===== src/rtl/swm_pkg.sv =====
`timescale 1ns / 1ps
`default_nettype none

package swm_pkg;

  localparam int unsigned WINDOW = 7;
  localparam int unsigned DATA_W = 16;
  localparam int unsigned IDX_W  = $clog2(WINDOW);
  localparam int unsigned CNT_W  = $clog2(WINDOW + 1);

  typedef logic [DATA_W-1:0] sample_t;
  typedef logic [IDX_W-1:0]  idx_t;
  typedef logic [CNT_W-1:0]  cnt_t;

  typedef struct packed {
    logic load;
    logic step;
    logic push;
  } swm_cmd_t;

  typedef struct packed {
    logic scan_last;
    logic out_free;
  } swm_sts_t;

endpackage

`default_nettype wire


===== src/rtl/swm_ctrl.sv =====
`timescale 1ns / 1ps
`default_nettype none

module swm_ctrl (
  input  wire logic              clk_i,
  input  wire logic              rst_ni,
  input  wire logic              req_valid_i,
  output logic                   req_ready_o,
  input  wire swm_pkg::swm_sts_t sts_i,
  output swm_pkg::swm_cmd_t      cmd_o
);
  import swm_pkg::*;

  typedef enum logic [2:0] {
    ST_IDLE = 3'b001,
    ST_SCAN = 3'b010,
    ST_PUSH = 3'b100
  } state_e;

  state_e state_q, state_d;

  always_comb begin
    state_d     = state_q;
    req_ready_o = 1'b0;
    cmd_o       = '0;
    unique case (state_q)
      ST_IDLE: begin
        req_ready_o = 1'b1;
        if (req_valid_i) begin
          cmd_o.load = 1'b1;
          state_d    = ST_SCAN;
        end
      end
      ST_SCAN: begin
        cmd_o.step = 1'b1;
        if (sts_i.scan_last) begin
          state_d = ST_PUSH;
        end
      end
      ST_PUSH: begin
        if (sts_i.out_free) begin
          cmd_o.push = 1'b1;
          state_d    = ST_IDLE;
        end
      end
      default: begin
        state_d = ST_IDLE;
      end
    endcase
  end

  always_ff @(posedge clk_i or negedge rst_ni) begin
    if (!rst_ni) begin
      state_q <= ST_IDLE;
    end else begin
      state_q <= state_d;
    end
  end

endmodule

`default_nettype wire


===== src/rtl/swm_dpath.sv =====
`timescale 1ns / 1ps
`default_nettype none

module swm_dpath (
  input  wire logic              clk_i,
  input  wire logic              rst_ni,
  input  wire swm_pkg::sample_t  sample_i,
  input  wire swm_pkg::swm_cmd_t cmd_i,
  output swm_pkg::swm_sts_t      sts_o,
  output logic                   out_valid_o,
  input  wire logic              out_ready_i,
  output swm_pkg::sample_t       out_data_o
);
  import swm_pkg::*;

  sample_t store_q [WINDOW];
  idx_t    wslot_q;
  cnt_t    fill_q;
  idx_t    cand_q;
  sample_t sel_q;
  sample_t out_data_q;
  logic    out_valid_q;

  sample_t cand_val;
  logic    cand_ok;
  cnt_t    rank;
  cnt_t    target;
  logic    last;

  // rank of candidate = entries strictly below it, ties broken by index
  always_comb begin
    cand_val = store_q[cand_q];
    cand_ok  = {1'b0, cand_q} < {1'b0, fill_q};
    rank     = '0;
    for (int unsigned j = 0; j < WINDOW; j++) begin
      if (CNT_W'(j) < fill_q) begin
        if ((store_q[j] < cand_val) ||
            ((store_q[j] == cand_val) && (IDX_W'(j) < cand_q))) begin
          rank = rank + CNT_W'(1);
        end
      end
    end
    target = (fill_q - CNT_W'(1)) - (fill_q >> 1);
    last   = cand_q == IDX_W'(WINDOW - 1);
  end

  always_ff @(posedge clk_i) begin
    if (cmd_i.load) begin
      store_q[wslot_q] <= sample_i;
    end
    if (cmd_i.step && cand_ok && (rank == target)) begin
      sel_q <= cand_val;
    end
    if (cmd_i.push) begin
      out_data_q <= sel_q;
    end
  end

  always_ff @(posedge clk_i or negedge rst_ni) begin
    if (!rst_ni) begin
      wslot_q     <= '0;
      fill_q      <= '0;
      cand_q      <= '0;
      out_valid_q <= 1'b0;
    end else begin
      if (cmd_i.load) begin
        wslot_q <= (wslot_q == IDX_W'(WINDOW - 1)) ? '0 : wslot_q + IDX_W'(1);
        if (fill_q != CNT_W'(WINDOW)) begin
          fill_q <= fill_q + CNT_W'(1);
        end
        cand_q <= '0;
      end else if (cmd_i.step) begin
        cand_q <= last ? '0 : cand_q + IDX_W'(1);
      end
      if (cmd_i.push) begin
        out_valid_q <= 1'b1;
      end else if (out_ready_i) begin
        out_valid_q <= 1'b0;
      end
    end
  end

  assign sts_o.scan_last = last;
  assign sts_o.out_free  = !out_valid_q || out_ready_i;
  assign out_valid_o     = out_valid_q;
  assign out_data_o      = out_data_q;

endmodule

`default_nettype wire


===== src/rtl/sliding_window_median_top.sv =====
// Running median over the last WINDOW (7) samples.
// Flow: ST_IDLE stores the sample, ST_SCAN ranks the window entries, one entry per
// cycle, and ST_PUSH loads the median into the result register, waiting while it
// is full and not read; a new sample is taken only after the last median is pushed.
// Reset (async, active low) empties the window and clears all handshake state.
`timescale 1ns / 1ps
`default_nettype none

module sliding_window_median_top (
  input  wire logic        clk_i,
  input  wire logic        rst_ni,
  input  wire logic        s_axis_tvalid_i,
  output logic             s_axis_tready_o,
  input  wire logic [15:0] s_axis_tdata_i,  // [15:0] sample
  output logic             m_axis_tvalid_o,
  input  wire logic        m_axis_tready_i,
  output logic      [15:0] m_axis_tdata_o   // [15:0] median
);
  import swm_pkg::*;

  swm_cmd_t cmd;
  swm_sts_t sts;
  sample_t  med;

  swm_ctrl u_ctrl (
    .clk_i       (clk_i),
    .rst_ni      (rst_ni),
    .req_valid_i (s_axis_tvalid_i),
    .req_ready_o (s_axis_tready_o),
    .sts_i       (sts),
    .cmd_o       (cmd)
  );

  swm_dpath u_dpath (
    .clk_i       (clk_i),
    .rst_ni      (rst_ni),
    .sample_i    (s_axis_tdata_i),
    .cmd_i       (cmd),
    .sts_o       (sts),
    .out_valid_o (m_axis_tvalid_o),
    .out_ready_i (m_axis_tready_i),
    .out_data_o  (med)
  );

  assign m_axis_tdata_o = med;

endmodule

`default_nettype wire

===== config.mk =====
export PLATFORM = sky130hd
export DESIGN_NAME = sliding_window_median_top
export DESIGN_NICKNAME = d
export VERILOG_FILES = /design/src/rtl/swm_pkg.sv /design/src/rtl/swm_ctrl.sv /design/src/rtl/swm_dpath.sv /design/src/rtl/sliding_window_median_top.sv
export SDC_FILE = /design/constraint.sdc
export NUM_CORES = 1
export LEC_CHECK = 0
export BUFFER_PORTS_ARGS = -buffer_cell sky130_fd_sc_hd__buf_2
export CORE_MARGIN = 5
export CORE_UTILIZATION = 50
export CTS_CLUSTER_DIAMETER = 60
export DETAILED_ROUTE_END_ITERATION = 10
export PLACE_DENSITY = 0.67
export SLEW_MARGIN = 20
export SYNTH_ARGS = -nofsm -noshare
export SYNTH_HDL_FRONTEND = slang
export SYNTH_SLANG_ARGS = --single-unit

===== constraint.sdc =====
create_clock -name clk_i -period 20.6 [get_ports clk_i]
set_input_delay 2.06 -clock clk_i [delete_from_list [all_inputs] [get_ports clk_i]]
set_output_delay 2.06 -clock clk_i [all_outputs]
set_load 0.02 [all_outputs]

==> results of run 1 <==
==> routing by layer <==
metal / track usage / wire length, um / share of wire / up-vias
met5: 0 / 0 / 0 / -
met4: 0.0767 / 585 / 0.025 / 0
li1: - / - / - / 2813
met1: 0.298 / 10100 / 0.43 / 3092
met3: 0.0399 / 1280 / 0.055 / 49
met2: 0.364 / 11300 / 0.49 / 220
==> state kept, by name, summed over array words and instances, names as in the netlist <==
register,flops
u_ctrl.state_q,3
u_dpath.store_q,128
u_dpath.wslot_q,3
u_dpath.out_valid_o,1
u_dpath.cand_q,3
u_dpath.sel_q,16
u_dpath.fill_q,3
u_dpath.out_data_o,16
==> critical path, delay by kind of cell, from the launching register on <==
family	cells	cell delay (ns)
compound gates	12	2.09
xor+xnor	1	0.23
buf+inv	2	0.55
flops	1	0.87
simple gates	6	1.28
fa+ha+maj	6	1.68
mux	5	1.82
==> per-stage QoR <==
stage	util	setup slack (ns)	hold WS [ns]	cell area [sq um]
after floorplan	-	12.29	0.400	9580
after global placement	0.539	12.15	0.401	10100
after detailed placement	0.539	11.81	0.405	10100
after CTS	0.572	11.77	0.421	10700
after global routing	0.572	11.08	0.426	10700
final	0.572	11.67	0.419	10700
==> final cells by class <==
cell class	instances	area (sq um)	area share
flip-flops and latches	173	5130	0.478
multi-input cells	458	4280	0.398
clock buffers	19	433	0.0403
well taps	234	293	0.0273
repair buffers	48	268	0.0249
clock inverters	13	189	0.0176
inverters	40	150	0.0140
==> where the power goes <==
part,total [mW],switching (mW),internal [mW]
combinational,0.908,0.520,0.388
sequential,0.477,0.0379,0.439
clock,0.340,0.136,0.204
total,1.72,0.694,1.03
==> Yosys cell counts (4+ instances only) <==
master and n:
clkbuf_1 11, o21a_1 8, nand2b_1 11, nand2_1 33, nor4_1 8, a211oi_1 9
nand4_1 20, xnor2_1 4, buf_1 5, o21ai_0 17, dfrtp_1 12, edfxtp_1 160
inv_1 39, o211ai_1 4, nor2_1 19, ha_1 127, nor3_1 11, a21oi_1 39
mux2i_1 19, a21o_1 17, nor2b_1 7, o21ai_1 10, nand3_1 13, mux4_2 32
a2111oi_0 4
==> how the worst max path moves through the flow <==
stage                                  start  cells past startpoint  slack (ns)                           to
3_3_place_gp   u_dpath.cand_q[0]$_DFFE_PN0P_                     32       12.15   u_dpath.sel_q[2]$_DFFE_PP_
6_report       u_dpath.cand_q[0]$_DFFE_PN0P_                     32       11.67   u_dpath.sel_q[3]$_DFFE_PP_
4_1_cts        u_dpath.cand_q[0]$_DFFE_PN0P_                     32       11.77   u_dpath.sel_q[8]$_DFFE_PP_
2_1_floorplan  u_dpath.cand_q[0]$_DFFE_PN0P_                     34       12.29   u_dpath.sel_q[0]$_DFFE_PP_
3_5_place_dp   u_dpath.cand_q[0]$_DFFE_PN0P_                     32       11.81   u_dpath.sel_q[4]$_DFFE_PP_
5_1_grt        u_dpath.cand_q[0]$_DFFE_PN0P_                     32       11.08  u_dpath.sel_q[10]$_DFFE_PP_
==> kinds of logic after synthesis <==
family | count (synthesis) | synth area share
simple gates | 139 | 0.0773
compound gates | 129 | 0.0873
flops | 173 | 0.536
buf+inv | 57 | 0.0225
mux | 52 | 0.0963
xor+xnor | 10 | 0.0131
fa+ha+maj | 128 | 0.168
==> flow_summary_export.csv, run 1 <==
group,metric,value,unit
layout,nNetsFinal,886,
pwr,ir_drop,0.120,mV
clock_network,h-tree-depth,4,
detailed_routing,wire_per_inst,23.7,um
global_routing,antenna_found_initial,0,
sta,relSlewSlack,0.313,
worst_hold_path,hold_path.class,"reg -> reg",
sta,rsz0062_at_grt,"false",
clock_network,cts_buffers,17,
detailed_routing,drc,0,
global_routing,grt_max_degree,44,
detailed_routing,drtIter0Drc,458,
die,die_height,148,um
critical_path,reg2reg_slack,11.67,ns
yosys,synth_area_leader_cell,"edfxtp_1",
pwr,power.leakage,4.08,nW
yosys,yosysWarningCount,0,
global_routing,first_global_vias,6306,
sta,tightest_slew,1.00,ns
sta,clock_skew,0.00682,ns
die,core-area,18800,sq um
layout,n_antenna_cell,0,
die,start_util,0.510,
critical_path,path_max_fanout,23,
critical_path,start_kind,"flip-flop",
yosys,syn_area_per_cell,13.9,sq um
detailed_routing,ant_nets,0,
layout,final_common_cell,"edfxtp_1",
yosys,netlist_area,9580,sq um
worst_hold_path,hold_end,"u_dpath.out_data_o[2]$_DFFE_PP_",
yosys,syn_inst,688,
clock_network,root_buffer,"clkbuf_16",
yosys,synth_top_area_frac,0.502,
critical_path,required,20.65,ns
critical_path,end_kind,"flip-flop",
clock_network,clock_latency,0.43,ns
layout,fillerInstances,1457,
clock_network,cts_num_sinks,173,
yosys,async_flop_share,0.0751,
sta,slew_violations,0,
clock_network,postCtsSetupBuffers,0,
yosys,ys_ff_latch,173,
critical_path,reg2reg_from,"u_dpath.cand_q[0]$_DFFE_PN0P_",
pwr,power.total,1.72,mW
layout,final_cell_mix,"edfxtp_1 (160), ha_1 (127), inv_1 (39), a21oi_1 (39), buf_2 (37)",
global_routing,grt_pass1_wl,36700,um
layout,drive_above_1_share,0.170,
sta,fin_crit_sh,0.433,
detailed_routing,firstDrtPassIters,9,
critical_path,arrival,8.98,ns
detailed_routing,vias,6174,
critical_path,crit_slowest_cell,"dfrtp_2",
die,die_w,148,um
pwr,power_density,161,nW/um^2
place,gp_congestion,0.978,
sta,finalSetupViolCount,0,
yosys,synth_ff_type,"edfxtp_1",
sta,fmax,112,MHz
place,place_inst,953,
yosys,synth.area.top_cells,"edfxtp_1 (50%), ha_1 (17%), mux4_2 (7.5%)",
global_routing,grt_usage,0.221,
sta,min_period,8.93,ns
die,rows,50,
place,dp_hpwl,16800,um
clock_network,cts_buffer_depth,2,
critical_path,slowest_delay,0.87,ns
clock_network,ctsResizeCount,0,
yosys,synth-seq-area-share,0.536,
clock_network,cts_tree,"yes",
clock_network,path_clk_slew,0.06,ns
job,drv_cap,0,
worst_hold_path,holdPathStages,0,
layout,syn_to_final_growth,12.1,%
place,portBuffers,37,
clock_network,ctsHoldBuffers,0,
detailed_routing,drt_wl_total,23300,um
die,die_area,22000,sq um
critical_path,reg2reg_depth,32,
critical_path,crit_path_frequent_cell,"ha_1",
worst_hold_path,min_from,"u_dpath.sel_q[2]$_DFFE_PP_",
critical_path,r2r_end,"u_dpath.sel_q[3]$_DFFE_PP_",
critical_path,crit_type,"reg -> reg",
layout,final_cells,985,
sta,tns,0,ns
run_status,status,"complete, no violations",
sta,finalHoldViolCount,0,
yosys,synth_cell_type_count,59,
die,io_pins,38,
yosys,syn_nets,836,
yosys,synth-edff-count,160,
global_routing,grt-ovfl-total,0,
detailed_routing,routed_via_density,6.27,
(Power assumes the default switching activity.)
==> run 2, diff against run 1 <==
--- a/config.mk
+++ b/config.mk
@@ -5,12 +5,13 @@
 export SDC_FILE = /design/constraint.sdc
 export NUM_CORES = 1
 export LEC_CHECK = 0
+export ABC_AREA = 1
 export BUFFER_PORTS_ARGS = -buffer_cell sky130_fd_sc_hd__buf_2
 export CORE_MARGIN = 5
 export CORE_UTILIZATION = 50
 export CTS_CLUSTER_DIAMETER = 60
 export DETAILED_ROUTE_END_ITERATION = 10
-export PLACE_DENSITY = 0.67
+export PLACE_DENSITY = 0.69
 export SLEW_MARGIN = 20
 export SYNTH_ARGS = -nofsm -noshare
 export SYNTH_HDL_FRONTEND = slang
==> constraint.sdc (replaced) <==
create_clock -name clk_i -period 8.2 [get_ports clk_i]
set_input_delay 0.82 -clock clk_i [delete_from_list [all_inputs] [get_ports clk_i]]
set_output_delay 0.82 -clock clk_i [all_outputs]
set_load 0.02 [all_outputs]
==> flow_summary_export.csv, run 2 <==
group,metric,value,unit
global_routing,first_global_vias,7101,
yosys,synth-edff-count,160,
sta,finalHoldViolCount,0,
clock_network,clock_latency,0.44,ns
critical_path,path_max_fanout,24,
die,core-area,19400,sq um
clock_network,cts_buffers,17,
yosys,synth_mux_area_frac,0,
detailed_routing,drt_wl_total,25100,um
critical_path,reg2reg_slack,0.75,ns
clock_network,cts_tree,"yes",
detailed_routing,ant_nets,0,
clock_network,path_clk_slew,0.07,ns
yosys,netlist_area,9790,sq um
critical_path,end_kind,"flip-flop",
detailed_routing,drtIter0Drc,879,
detailed_routing,vias,7325,
critical_path,crit_family,"simple AND/OR/NAND/NOR gates",
layout,syn_to_final_growth,12.6,%
critical_path,arrival,7.58,ns
global_routing,grt_usage,0.233,
layout,postLayoutCellArea,11000,sq um
global_routing,antenna_found_initial,0,
run_status,status,"complete, no violations",
die,die_w,150,um
layout,largest_register_ffs,128,
place,placed_area,10400,sq um
die,rows,51,
yosys,ys_ff_latch,173,
sta,tns,0,ns
critical_path,crit_type,"reg -> reg",
global_routing,grt-ovfl-total,0,
sta,clock_skew,0.0115,ns
yosys,synth_area_leader_cell,"edfxtp_1",
yosys,syn_nets,1083,
yosys,synth-seq-area-share,0.524,
die,die_height,150,um
yosys,post_synth_xor_area_fraction,0.00268,
die,start_util,0.505,
critical_path,crit_slowest_cell,"dfrtp_2",
place,dp_hpwl,18400,um
yosys,synthMostInstantiatedCell,"nand2_1",
sta,tightest_slew,0.917,ns
layout,n_antenna_cell,0,
yosys,syn_area_per_cell,10.5,sq um
global_routing,grt_pass1_wl,39400,um
detailed_routing,wire_per_inst,19.7,um
yosys,synthAdderAreaFrac,0.164,
clock_network,ctsResizeCount,0,
layout,drive_above_1_share,0.134,
sta,min_period,7.45,ns
layout,nNetsFinal,1145,
layout,fillerInstances,1646,
clock_network,root_buffer,"clkbuf_16",
place,portBuffers,37,
yosys,synth_compound_area_frac,0.109,
sta,rsz0062_at_grt,"false",
sta,relSlewSlack,0.387,
layout,final_common_cell,"nand2_1",
critical_path,crit_path_frequent_cell,"nand2_1",
yosys,yosysWarningCount,0,
detailed_routing,drc,0,
clock_network,h-tree-depth,4,
yosys,synth_cell_type_count,46,
critical_path,required,8.33,ns
yosys,synth_top_family_by_area,"adder cells",
global_routing,grt_max_degree,32,
layout,top_register,"u_dpath.store_q",
worst_hold_path,hold_path.class,"in -> async",
sta,fmax,134,MHz
clock_network,cts_num_sinks,173,
clock_network,cts_buffer_depth,2,
yosys,async_flop_share,0.0751,
yosys,yosys-top-cells-count,"nand2_1 (161), edfxtp_1 (160), ha_1 (127), nor2_1 (89), inv_1 (78)",
yosys,yosys.area_share.simple,0.159,
sta,finalSetupViolCount,0,
sta,fin_crit_sh,0.909,
yosys,syn_inst,935,
layout,final_cell_mix,"nand2_1 (161), edfxtp_1 (160), ha_1 (127), nor2_1 (88), inv_1 (78)",
detailed_routing,routed_via_density,5.75,
place,gp_congestion,0.950,
sta,slew_violations,0,
critical_path,slowest_delay,0.56,ns
detailed_routing,firstDrtPassIters,5,
clock_network,ctsHoldBuffers,0,
die,die_area,22500,sq um
yosys,synth_top_area_frac,0.491,
critical_path,start_kind,"flip-flop",
job,drv_cap,0,
clock_network,postCtsSetupBuffers,0,
yosys,synth_ff_type,"edfxtp_1",
yosys,synth.area.top_cells,"edfxtp_1 (49%), ha_1 (16%), nand2_1 (6.2%)",
die,io_pins,38,
critical_path,crit_buf_inv,6,
-- run 2: cell types whose count changed after synthesis, sizes merged, moves of 11 or more --
| cell | change |
|---|---|
| a21o | -15 |
| o21ai | +19 |
| nand2b | -11 |
| mux2i | -19 |
| nand2 | +141 |
| o31ai | +13 |
| nor2 | +72 |
| a22oi | +16 |
| inv | +41 |
| a21oi | +30 |
| mux4 | -32 |
| nand3 | +37 |
-- run 2: worst paths after layout --
| kind | cells after the start | to | startpoint |
|---|---|---|---|
| setup / recovery | 41 | u_dpath.sel_q[12]$_DFFE_PP_ | u_dpath.cand_q[0]$_DFFE_PN0P_ |
| hold / removal | 1 | u_dpath.out_valid_o$_DFFE_PN0P_ | rst_ni |
| setup reg to reg | 41 | u_dpath.sel_q[12]$_DFFE_PP_ | u_dpath.cand_q[0]$_DFFE_PN0P_ |
| hold reg to reg | 0 | u_dpath.out_data_o[13]$_DFFE_PP_ | u_dpath.sel_q[13]$_DFFE_PP_ |
| max in group asynchronous | 1 | u_ctrl.state_q[0]$_DFFE_PN1P_ | rst_ni |
| min in group clk_i | 0 | u_dpath.out_data_o[13]$_DFFE_PP_ | u_dpath.sel_q[13]$_DFFE_PP_ |
-- run 2: area by class of cell --
class,instances,area (sq um),share of cell area
clock buffer,17,425,0.0386
clock inverter,15,151,0.0137
inverter,82,308,0.0279
multi-input combinational,659,4270,0.388
sequential,173,5130,0.466
tap,265,332,0.0301
timing repair buffer,64,400,0.0363
-- run 2: cell families after synthesis --
| group | Yosys count |
|---|---|
| compound gates | 180 |
| xor+xnor | 3 |
| fa+ha+maj | 128 |
| buf+inv | 103 |
| flops | 173 |
| simple gates | 348 |
-- run 2: stage by stage --
stage          setup slack, ns  instances  hold slack, ns   util
6_report                 0.749       1275           0.257  0.568
5_1_grt                  0.222       1275           0.271  0.568
4_1_cts                  0.625       1275           0.251  0.568
3_5_place_dp             0.640       1243           0.405  0.538
3_3_place_gp             0.731       1243           0.401  0.538
2_1_floorplan             1.54        935           0.400      -
-- run 2: metal layers --
layer | vias to the layer above | global-route usage | share of wire
met4 | 0 | 0.0746 | 0.026
met3 | 40 | 0.0451 | 0.077
met1 | 3463 | 0.325 | 0.44
met2 | 342 | 0.369 | 0.46
met5 | - | 0 | 0
li1 | 3480 | - | -
Power of run 2 is not shown: default switching activity piles up to over one toggle a cycle in this logic, so the estimate is an artifact.
